**src/rtl/crc16_control_char_framer_assert.svh**
```systemverilog
// ----------------------------------------------------------------------------
// crc16_control_char_framer assertion macros
// Clocked property macros shared by the framer rtl; empty under synthesis.
// ----------------------------------------------------------------------------
`ifndef CRC16_CONTROL_CHAR_FRAMER_ASSERT_SVH
`define CRC16_CONTROL_CHAR_FRAMER_ASSERT_SVH
`ifndef SYNTHESIS
// same-cycle implication, sampled on clk, off during reset
`define CFR_ASSERT_NOW(name, ante, cons, msg) \
	name: assert property (@(posedge clk) disable iff (!arst_n) (ante) |-> (cons)) \
	else $error(msg);
// next-cycle implication, sampled on clk, off during reset
`define CFR_ASSERT_NEXT(name, ante, cons, msg) \
	name: assert property (@(posedge clk) disable iff (!arst_n) (ante) |=> (cons)) \
	else $error(msg);
`else
`define CFR_ASSERT_NOW(name, ante, cons, msg)
`define CFR_ASSERT_NEXT(name, ante, cons, msg)
`endif
`endif

```
**src/rtl/crcfr_pkg.sv**
```systemverilog
// ----------------------------------------------------------------------------
// crcfr_pkg
// Types and constants for the crc-16 control character framer.
// ----------------------------------------------------------------------------
package crcfr_pkg;

	typedef enum logic {
		OP_APPEND = 1'b0,
		OP_READ   = 1'b1
	} op_t;

	typedef enum logic [1:0] {
		ST_OK       = 2'd0,
		ST_REJECT   = 2'd1,
		ST_OVERFLOW = 2'd2,
		ST_EMPTY    = 2'd3
	} status_t;

	typedef struct packed {
		op_t        op;
		logic [7:0] data_byte;
		logic       last;
	} req_t;

	typedef struct packed {
		logic [7:0] frame_byte;
		logic       frame_valid;
		logic       frame_end;
		status_t    status;
	} res_t;

	localparam logic [15:0] CRC_POLY = 16'hA001;
	localparam logic [15:0] CRC_INIT = 16'hFFFF;
	localparam logic [7:0]  CH_SOH   = 8'h01;
	localparam logic [7:0]  CH_STX   = 8'h02;
	localparam logic [7:0]  CH_ETX   = 8'h03;
	localparam logic [7:0]  CH_EOT   = 8'h04;

endpackage

```
**src/rtl/crcfr_store.sv**
```systemverilog
// ----------------------------------------------------------------------------
// crcfr_store
// Payload byte memory: one write port, one read port, registered read data.
// ----------------------------------------------------------------------------
module crcfr_store #(
	parameter int DEPTH = 256,
	parameter int AW    = 8
) (
	input  logic          clk,
	input  logic          we,
	input  logic [AW-1:0] waddr,
	input  logic [7:0]    wdata,
	input  logic [AW-1:0] raddr,
	output logic [7:0]    rdata
);

	logic [7:0] mem [DEPTH];

	always_ff @(posedge clk) begin
		if (we) begin
			mem[waddr] <= wdata;
		end
	end

	always_ff @(posedge clk) begin
		rdata <= mem[raddr];
	end

endmodule

```
**src/rtl/crc16_control_char_framer.sv**
```systemverilog
// ----------------------------------------------------------------------------
// crc16_control_char_framer
// Buffers payload bytes under a running crc-16/modbus and drains them as one
// control character frame: SOH, crc low, crc high, STX, payload, ETX, EOT.
// ----------------------------------------------------------------------------
// Each request is taken at the edge where start is high and busy is low, and
// its result appears on result with done high for exactly the following cycle,
// during which busy is high. Both the result and the read of the payload memory
// are registered, and every request waits out that registered read so that
// results stay in order. The receiver cannot stall: a result must be captured
// in its done cycle. No clearing pass is needed after reset; only stored
// payload entries are ever read back.
module crc16_control_char_framer #(
	parameter int PAYLOAD_DEPTH = 256
) (
	input  logic            clk,
	input  logic            arst_n,
	input  logic            start,
	input  crcfr_pkg::req_t request,
	output logic            busy,
	output logic            done,
	output crcfr_pkg::res_t result
);

	`include "crc16_control_char_framer_assert.svh"

	localparam int AW = (PAYLOAD_DEPTH > 1) ? $clog2(PAYLOAD_DEPTH) : 1;
	localparam int CW = $clog2(PAYLOAD_DEPTH + 1);
	localparam int PW = $clog2(PAYLOAD_DEPTH + 6);

	function automatic logic [15:0] crc_byte(input logic [15:0] crc_in,
			input logic [7:0] b);
		logic [15:0] c;
		c = crc_in ^ {8'h00, b};
		for (int i = 0; i < 8; i++) begin
			c = c[0] ? ((c >> 1) ^ crcfr_pkg::CRC_POLY) : (c >> 1);
		end
		return c;
	endfunction

	logic [CW-1:0]   count_q, count_d;
	logic [15:0]     crc_q, crc_d;
	logic            pending_q, pending_d;
	logic [PW-1:0]   pos_q, pos_d;

	logic            valid_s1;
	logic            mem_sel_s1, mem_sel_d;
	crcfr_pkg::res_t res_s1, res_d;

	logic            accept;
	logic            room;
	logic [PW-1:0]   count_ext;
	logic [PW-1:0]   pos_off;
	logic            mem_we;
	logic [7:0]      mem_rdata;

	assign accept    = start && !busy;
	assign room      = count_q < CW'(PAYLOAD_DEPTH);
	assign count_ext = PW'(count_q);
	assign pos_off   = pos_q - PW'(4);

	always_comb begin
		count_d   = count_q;
		crc_d     = crc_q;
		pending_d = pending_q;
		pos_d     = pos_q;
		mem_sel_d = 1'b0;
		mem_we    = 1'b0;
		res_d     = '{frame_byte: 8'h00, frame_valid: 1'b0, frame_end: 1'b0,
			status: crcfr_pkg::ST_OK};
		if (accept) begin
			if (request.op == crcfr_pkg::OP_APPEND) begin
				if (pending_q) begin
					res_d.status = crcfr_pkg::ST_REJECT;
				end else begin
					if (room) begin
						mem_we  = 1'b1;
						crc_d   = crc_byte(crc_q, request.data_byte);
						count_d = count_q + CW'(1);
					end else begin
						res_d.status = crcfr_pkg::ST_OVERFLOW;
					end
					// the store always holds a byte once last arrives
					if (request.last) begin
						pending_d = 1'b1;
						pos_d     = '0;
					end
				end
			end else if (!pending_q) begin
				res_d.status = crcfr_pkg::ST_EMPTY;
			end else begin
				res_d.frame_valid = 1'b1;
				pos_d = pos_q + PW'(1);
				if (pos_q == PW'(0)) begin
					res_d.frame_byte = crcfr_pkg::CH_SOH;
				end else if (pos_q == PW'(1)) begin
					res_d.frame_byte = crc_q[7:0];
				end else if (pos_q == PW'(2)) begin
					res_d.frame_byte = crc_q[15:8];
				end else if (pos_q == PW'(3)) begin
					res_d.frame_byte = crcfr_pkg::CH_STX;
				end else if (pos_off < count_ext) begin
					mem_sel_d = 1'b1;
				end else if (pos_off == count_ext) begin
					res_d.frame_byte = crcfr_pkg::CH_ETX;
				end else begin
					// EOT closes the frame and rearms the block
					res_d.frame_byte = crcfr_pkg::CH_EOT;
					res_d.frame_end  = 1'b1;
					count_d   = '0;
					crc_d     = crcfr_pkg::CRC_INIT;
					pending_d = 1'b0;
					pos_d     = '0;
				end
			end
		end
	end

	crcfr_store #(
		.DEPTH(PAYLOAD_DEPTH),
		.AW   (AW)
	) u_store (
		.clk  (clk),
		.we   (mem_we),
		.waddr(count_q[AW-1:0]),
		.wdata(request.data_byte),
		.raddr(pos_off[AW-1:0]),
		.rdata(mem_rdata)
	);

	always_ff @(posedge clk or negedge arst_n) begin
		if (!arst_n) begin
			count_q   <= '0;
			crc_q     <= crcfr_pkg::CRC_INIT;
			pending_q <= 1'b0;
			pos_q     <= '0;
			valid_s1  <= 1'b0;
		end else begin
			count_q   <= count_d;
			crc_q     <= crc_d;
			pending_q <= pending_d;
			pos_q     <= pos_d;
			valid_s1  <= accept;
		end
	end

	always_ff @(posedge clk) begin
		res_s1     <= res_d;
		mem_sel_s1 <= mem_sel_d;
	end

	assign busy = valid_s1;
	assign done = valid_s1;

	always_comb begin
		result = res_s1;
		if (mem_sel_s1) begin
			result.frame_byte = mem_rdata;
		end
	end

	`CFR_ASSERT_NEXT(a_result_follows, accept, done, "request gave no result next cycle")
	`CFR_ASSERT_NOW(a_end_is_valid, done && result.frame_end, result.frame_valid, "eot without valid byte")
	`CFR_ASSERT_NOW(a_count_bound, 1'b1, count_q <= CW'(PAYLOAD_DEPTH), "payload count past depth")
	`CFR_ASSERT_NOW(a_idle_pos, !pending_q, pos_q == '0, "read position moved with no frame pending")

endmodule
```
**config.mk**
```make
export PLATFORM = sky130hd
export DESIGN_NAME = crc16_control_char_framer
export DESIGN_NICKNAME = d
export VERILOG_FILES = /design/src/rtl/crcfr_pkg.sv /design/src/rtl/crcfr_store.sv /design/src/rtl/crc16_control_char_framer.sv
export VERILOG_INCLUDE_DIRS = /design/src /design/src/rtl
export SDC_FILE = /design/constraint.sdc
export NUM_CORES = 2
export LEC_CHECK = 0
export BUFFER_PORTS_ARGS = -buffer_cell sky130_fd_sc_hd__clkbuf_2
export CAP_MARGIN = 25
export CORE_AREA = 2 2 374 376
export DETAILED_ROUTE_END_ITERATION = 6
export DIE_AREA = 0 0 376 378
export PLACE_DENSITY_LB_ADDON = 0.2
export SLEW_MARGIN = 30
export SYNTH_ARGS = -nofsm -noshare
export SYNTH_HDL_FRONTEND = slang
export SYNTH_SLANG_ARGS = --single-unit
```
**constraint.sdc**
```tcl
create_clock -name clk -period 12.61 [get_ports clk]
set_clock_uncertainty 0.05 [all_clocks]
set_input_delay 3.1525 -clock clk [delete_from_list [all_inputs] [get_ports clk]]
set_output_delay 3.1525 -clock clk [all_outputs]
set_load 0.01 [all_outputs]
```
==> Word level (Yosys, flattened, before mapping) <==
Memories as Yosys holds them, arrays and structs flattened. A register that Yosys moved wholly into a read port is not among the register bits.
Cells that the tools add are included.
{ "word_totals": {"register_bits": 49, "ram_bits": 2048, "inputBits": 13, "word_cells": 126, "n_memories": 1} }
{ "memory_table": {"columns": ["memory", "words", "width", "read_ports", "rd_ports_with_merged_regs", "write_ports", "line", "text"], "rows": [
  ["u_store.mem", 256, 8, 1, 1, 1, "crcfr_store.sv:17", "logic [7:0] mem [DEPTH];"]
]} }
{ "op_classes": {"add_sub_neg": 3, "n_lt_le_gt_ge": 2, "n_eq_ne": 12, "muxes": 73, "n_bitwise": 12, "reduce_logical": 12} }
{ "ops": {"columns": ["operator", "count"], "rows": [
  ["16-bit 2-to-1 mux", 18],
  ["9-bit 2-to-1 mux", 20],
  ["8-bit 2-to-1 mux", 5],
  ["1-bit 2-to-1 mux", 24],
  ["2-bit inverter with 3-bit output", 8],
  ["9-bit by 1-bit adder with 9-bit output (second input constant)", 2],
  ["9-bit by 2-bit == test with 1-bit output (second input constant)", 2],
  ["16-bit by 8-bit bitwise XOR with 16-bit output", 1],
  ["2-bit inequality test (second input constant)", 7],
  ["2-bit 2-to-1 mux", 5],
  ["10-bit AND reduction", 1],
  ["9-bit by 1-bit == test with 1-bit output (second input constant)", 1],
  ["9-bit == test", 1],
  ["9-bit logical NOT", 1],
  ["9-bit < comparator", 1],
  ["9-bit < comparator (second input constant)", 1],
  ["9-bit by 3-bit subtractor with 9-bit output (second input constant)", 1],
  ["8-bit OR reduction", 1],
  ["7-bit OR reduction", 1],
  ["4-bit AND reduction", 1],
  ["2-bit nonzero test", 2],
  ["4-bit OR reduction", 1],
  ["3-bit 2-to-1 mux", 1],
  ["1-bit inverter", 3],
  ["5 further kinds", 5]
]} }

==> Longest topological paths before layout <==
{ "logic_depth": {"ltp_word": 20, "mapped_depth": 18} }

==> Hierarchy <==
From an unflattened synthesis, not the netlist that was laid out.
{ "hier_totals": {"hier_cells": 4057, "hier_area_um2": 82529.2} }
{ "by_module_without_submodules": {"columns": ["mod", "n_inst", "cells_per_inst", "area_each_um2", "seq_area_each_um2"], "rows": [
  ["crcfr_store", 1, 3733, 79556.3, 61659.1],
  ["crc16_control_char_framer", 1, 324, 2972.9, 1181.1]
]} }

==> Worst setup path before layout <==
No wires, ideal clock.
{ "synth_timing": {"kind": "input to register", "startpoint": "input port request[9] in the netlist's numbering", "endpoint": "memory u_store.mem[160][0], enable pin", "setup_time_ns": 0.370, "arrival_time_ns": 5.018, "path_slack_ns": 7.172, "cell_stages": 6, "n_path_buf": 2, "cell_sequence": "clkbuf_1 > or4_1 > nor3_1 > nand2_1 > clkbuf_1 > nor2_1"} }
{ "synth_between": {"elab_chain_len": 4} }
{ "synth_rtl": {"columns": ["element", "line", "text"], "rows": [
  ["from (decl)", "crc16_control_char_framer.sv:19", "input crcfr_pkg::req_t request,"],
  ["1-bit 2-to-1 mux", "crc16_control_char_framer.sv:72", "if (request.op == crcfr_pkg::OP_APPEND) begin"],
  ["1-bit 2-to-1 mux", "crc16_control_char_framer.sv:71", "if (accept) begin"],
  ["1-bit 2-to-1 mux", "crcfr_store.sv:20", "if (we) begin"],
  ["1-bit 2-to-1 mux (implied by the code)", "crcfr_store.sv:21", "mem[waddr] <= wdata;"],
  ["to (decl)", "crcfr_store.sv:17", null]
]} }
No other way between the ends.

==> Final worst setup path <==
{ "layout_timing": {"startpoint": "input port request[9] in the netlist's numbering", "endpoint": "memory u_store.mem[72][0], enable pin"} }
The elaborated chain is that of the path after synthesis.

==> impl_metrics.ini <==
[routing]
num_vias = 43109
first_pass_iters = 6
viasPerCell = 6.91
wire_per_inst_um = 33.4
detail_route.drc_violations = 0
initialDrtViolationCount = 6858
antenna_left = 0
routed_wl_um = 208000

[timing]
rsz0062_at_grt = false
whs_ns = 0.429
max-slew-margin-rel_pct = 21.8
finalCritPeriodShare_pct = 50.4
hold_viol = 0
worst_pin_slew_ns = 1.16
slew_viol_final = 0
setup_viol = 0
layout_min_cycle_time_ns = 6.35
setup_slack_ns = 6.26
fmax_mhz = 157
finalSetupTns_ns = 0

[place]
dpl.hpwl_um = 125000
place_ws_ns = 5.50
gp_congestion = 0.902
port_buffers = 26

[yosys]
ys_seq_area_share_pct = 76.3
postSynth.asyncResetShare_pct = 1.71
synth_edf_count = 2048
synth_nets = 4242
ys_ff_latch = 2105
ys.flop_type = edfxtp_1
avgSynthCellArea_um2 = 19.6
syn-instance-count = 4208
synth_area_um2 = 82300
yosys_warnings = 0
synth_cell_type_count = 62

[cts]
cts_setup_buffers = 0
root_buffer = clkbuf_16
cts_buffers = 198
cts_resized = 0
cts_hold_buffers = 0
clk_latency_ns = 0.83
clk_pin_slew_worst_paths_ns = 0.06
cts_tree = done
cts_htree_levels = 4
cts_sinks = 2105
cts_max_path_buffers = 3

[power]
p_leak_nw = 28.4
intPower_mw = 13.1
ir_drop_mv = 0.193
p_per_area_nw_per_um2 = 203
pwr-share-comb_pct = 24.7
p_seq_share_pct = 42.6
p_clk_share_pct = 32.6
sw_frac_of_total_pct = 29.4
p_switching_mw = 5.44

[setup_path]
path_max_fanout = 27
required_ns = 13.01
r2r_start = pos_q[2]
worstSetupStartpointType = input port
r2r_cells = 13
r2r_end = u_store.rdata[7]
worstSetupEndpointType = register
worstSetupPathType = in2reg
rrSetupSlack_ns = 6.90
arrival_ns = 6.75

[global_routing]
grt_pass1_vias = 41411
grt_overflow_total = 0
antenna_found_initial = 6
track_usage_pct = 29.5
grt_pass1_wl_um = 297000
grt_max_degree = 133

[status]
status = completed

[cells_and_area]
area_growth_pct = 10.7
nets = 4296
drive_gt1_share_pct = 18.9
final_util_pct = 65.8

[die]
die_w_um = 376
core_area_um2 = 139000
rows = 137
fp.dieArea_um2 = 142000
io_pins = 27
die_h_um = 378
initial_core_util_pct = 59.4

[hold_path]
hold_path.class = reg2reg
holdPathStages = 2
holdPathEnd = crc_q[5]
hp-start = crc_q[5]

[flow_run]
cap_violations = 0
==> worst max path at each step <==
stage / from / endpoint / slack [ns] / cells after the start
after floorplan: request[9] / u_store.mem[160][0] / 7.17 / 6
after global placement: request[9] / u_store.mem[72][3] / 5.54 / 5
after CTS: request[9] / u_store.mem[72][0] / 6.34 / 5
after global routing: request[9] / u_store.mem[71][7] / 6.08 / 5
final: request[9] / u_store.mem[72][0] / 6.26 / 5
after detailed placement: request[9] / u_store.mem[72][4] / 5.50 / 5
==> metal layers <==
| layer | vias up | wire [um] | track usage (%) |
|---|---|---|---|
| li1 | 17483 | - | - |
| met1 | 22208 | 81800 | 43.6 |
| met2 | 3028 | 94300 | 43.6 |
| met3 | 390 | 25300 | 7.38 |
| met4 | 0 | 7010 | 9.82 |
| met5 | - | 0 | 0 |
==> kinds of logic (layout without fill, tap and decap cells) <==
logic type,count (synthesis),after routing,share of synthesized area [%]
buffers and inverters,270,490,1.49
AOI/OAI and AO/OA,533,533,4.60
and+or+nand+nor,541,541,2.69
DFF,2105,2105,76.3
muxes,711,711,14.2
other,0,2,0
xor gates and xnor gates,27,27,0.321
adders and majority gates,21,21,0.319
==> synthesized netlist by cell type (11+ instances only) <==
master | n | area share, %
nor2_1 | 373 | 1.7
nand3_1 | 23 | 0.14
nand2_1 | 93 | 0.42
o22ai_1 | 114 | 0.87
dfstp_2 | 16 | 0.51
o21ai_0 | 38 | 0.23
inv_1 | 17 | 0.078
edfxtp_1 | 2048 | 75
o221ai_1 | 136 | 1.4
buf_1 | 20 | 0.091
buf_4 | 31 | 0.28
xor2_1 | 11 | 0.12
xnor2_1 | 14 | 0.15
a22oi_1 | 72 | 0.66
mux4_2 | 368 | 10
mux2i_1 | 335 | 4.1
a21oi_1 | 87 | 0.53
dfxtp_1 | 21 | 0.51
buf_2 | 57 | 0.35
clkbuf_1 | 136 | 0.62
ha_1 | 21 | 0.32
dfrtp_1 | 20 | 0.61
a31oi_1 | 11 | 0.084
==> layout make-up <==
| cell class | count | area, um2 |
|---|---|---|
| antenna | 2 | 5.00 |
| clock buffer | 245 | 5360 |
| clock inverter | 121 | 1270 |
| fill | 8885 | 47300 |
| inverter | 23 | 88.8 |
| multi-input combinational | 1833 | 18400 |
| sequential | 2105 | 62800 |
| tap | 1807 | 2260 |
| timing repair buffer | 101 | 931 |
==> stage by stage <==
| step | area (um2) | power (mW) | cells |
|---|---|---|---|
| 2_1_floorplan | 82300 | 11.0 | 4208 |
| 3_3_place_gp | 84400 | 12.5 | 5868 |
| 3_5_place_dp | 84500 | 12.5 | 5868 |
| 4_1_cts | 91100 | 18.4 | 6234 |
| 5_1_grt | 91200 | 19.0 | 6235 |
| 6_report | 91200 | 18.5 | 6237 |
==> power groups by stage <==
| stage | registers, mW | clock network (mW) | logic [mW] |
|---|---|---|---|
| floorplan | 7.93 | 0 | 3.11 |
| global placement | 8.03 | 0 | 4.43 |
| detailed placement | 8.03 | 0 | 4.46 |
| CTS | 7.88 | 6.09 | 4.48 |
| global route | 7.89 | 6.35 | 4.76 |
| finish | 7.89 | 6.04 | 4.57 |
==> worst max-delay path, stage by stage <==
cell	delay (ns)
clkbuf_2	0.32
or4_1	0.81
nor3_1	0.80
nand2_1	0.81
nor2_1	0.82
==> flip-flops by register name (all words and copies together), names as in the netlist <==
signal / flops
res_s1: 8
crc_q: 16
mem_sel_s1: 1
pos_q: 9
count_ext: 9
pending_q: 1
u_store.mem: 2048
busy: 1
u_store.rdata: 8
result: 4
==> placed cells by master, fill, tap and decap left out, types with 8 or more instances in the layout <==
cell,count
buf_8,8
a211o_1,8
a22oi_1,72
ha_1,20
clkbuf_2,17
inv_1,17
nor3_1,9
o221ai_1,136
a21oi_1,87
clkbuf_1,34
clkinv_1,34
bufinv_16,23
clkbuf_16,207
o32ai_1,8
o22ai_1,114
xor2_1,11
clkinv_2,35
dfrtp_1,18
buf_4,63
edfxtp_1,2048
nand2_1,84
a221oi_1,10
clkinvlp_4,19
mux2_2,8
nor3b_1,10
dfstp_2,16
o21ai_0,38
nand2_2,8
xnor2_1,13
a32oi_1,8
nand3_1,19
mux2i_1,335
nor2_1,367
dfxtp_1,21
a31oi_1,11
mux4_2,368
buf_12,11
No activity file was read; power rests on OpenSTA's default activity.
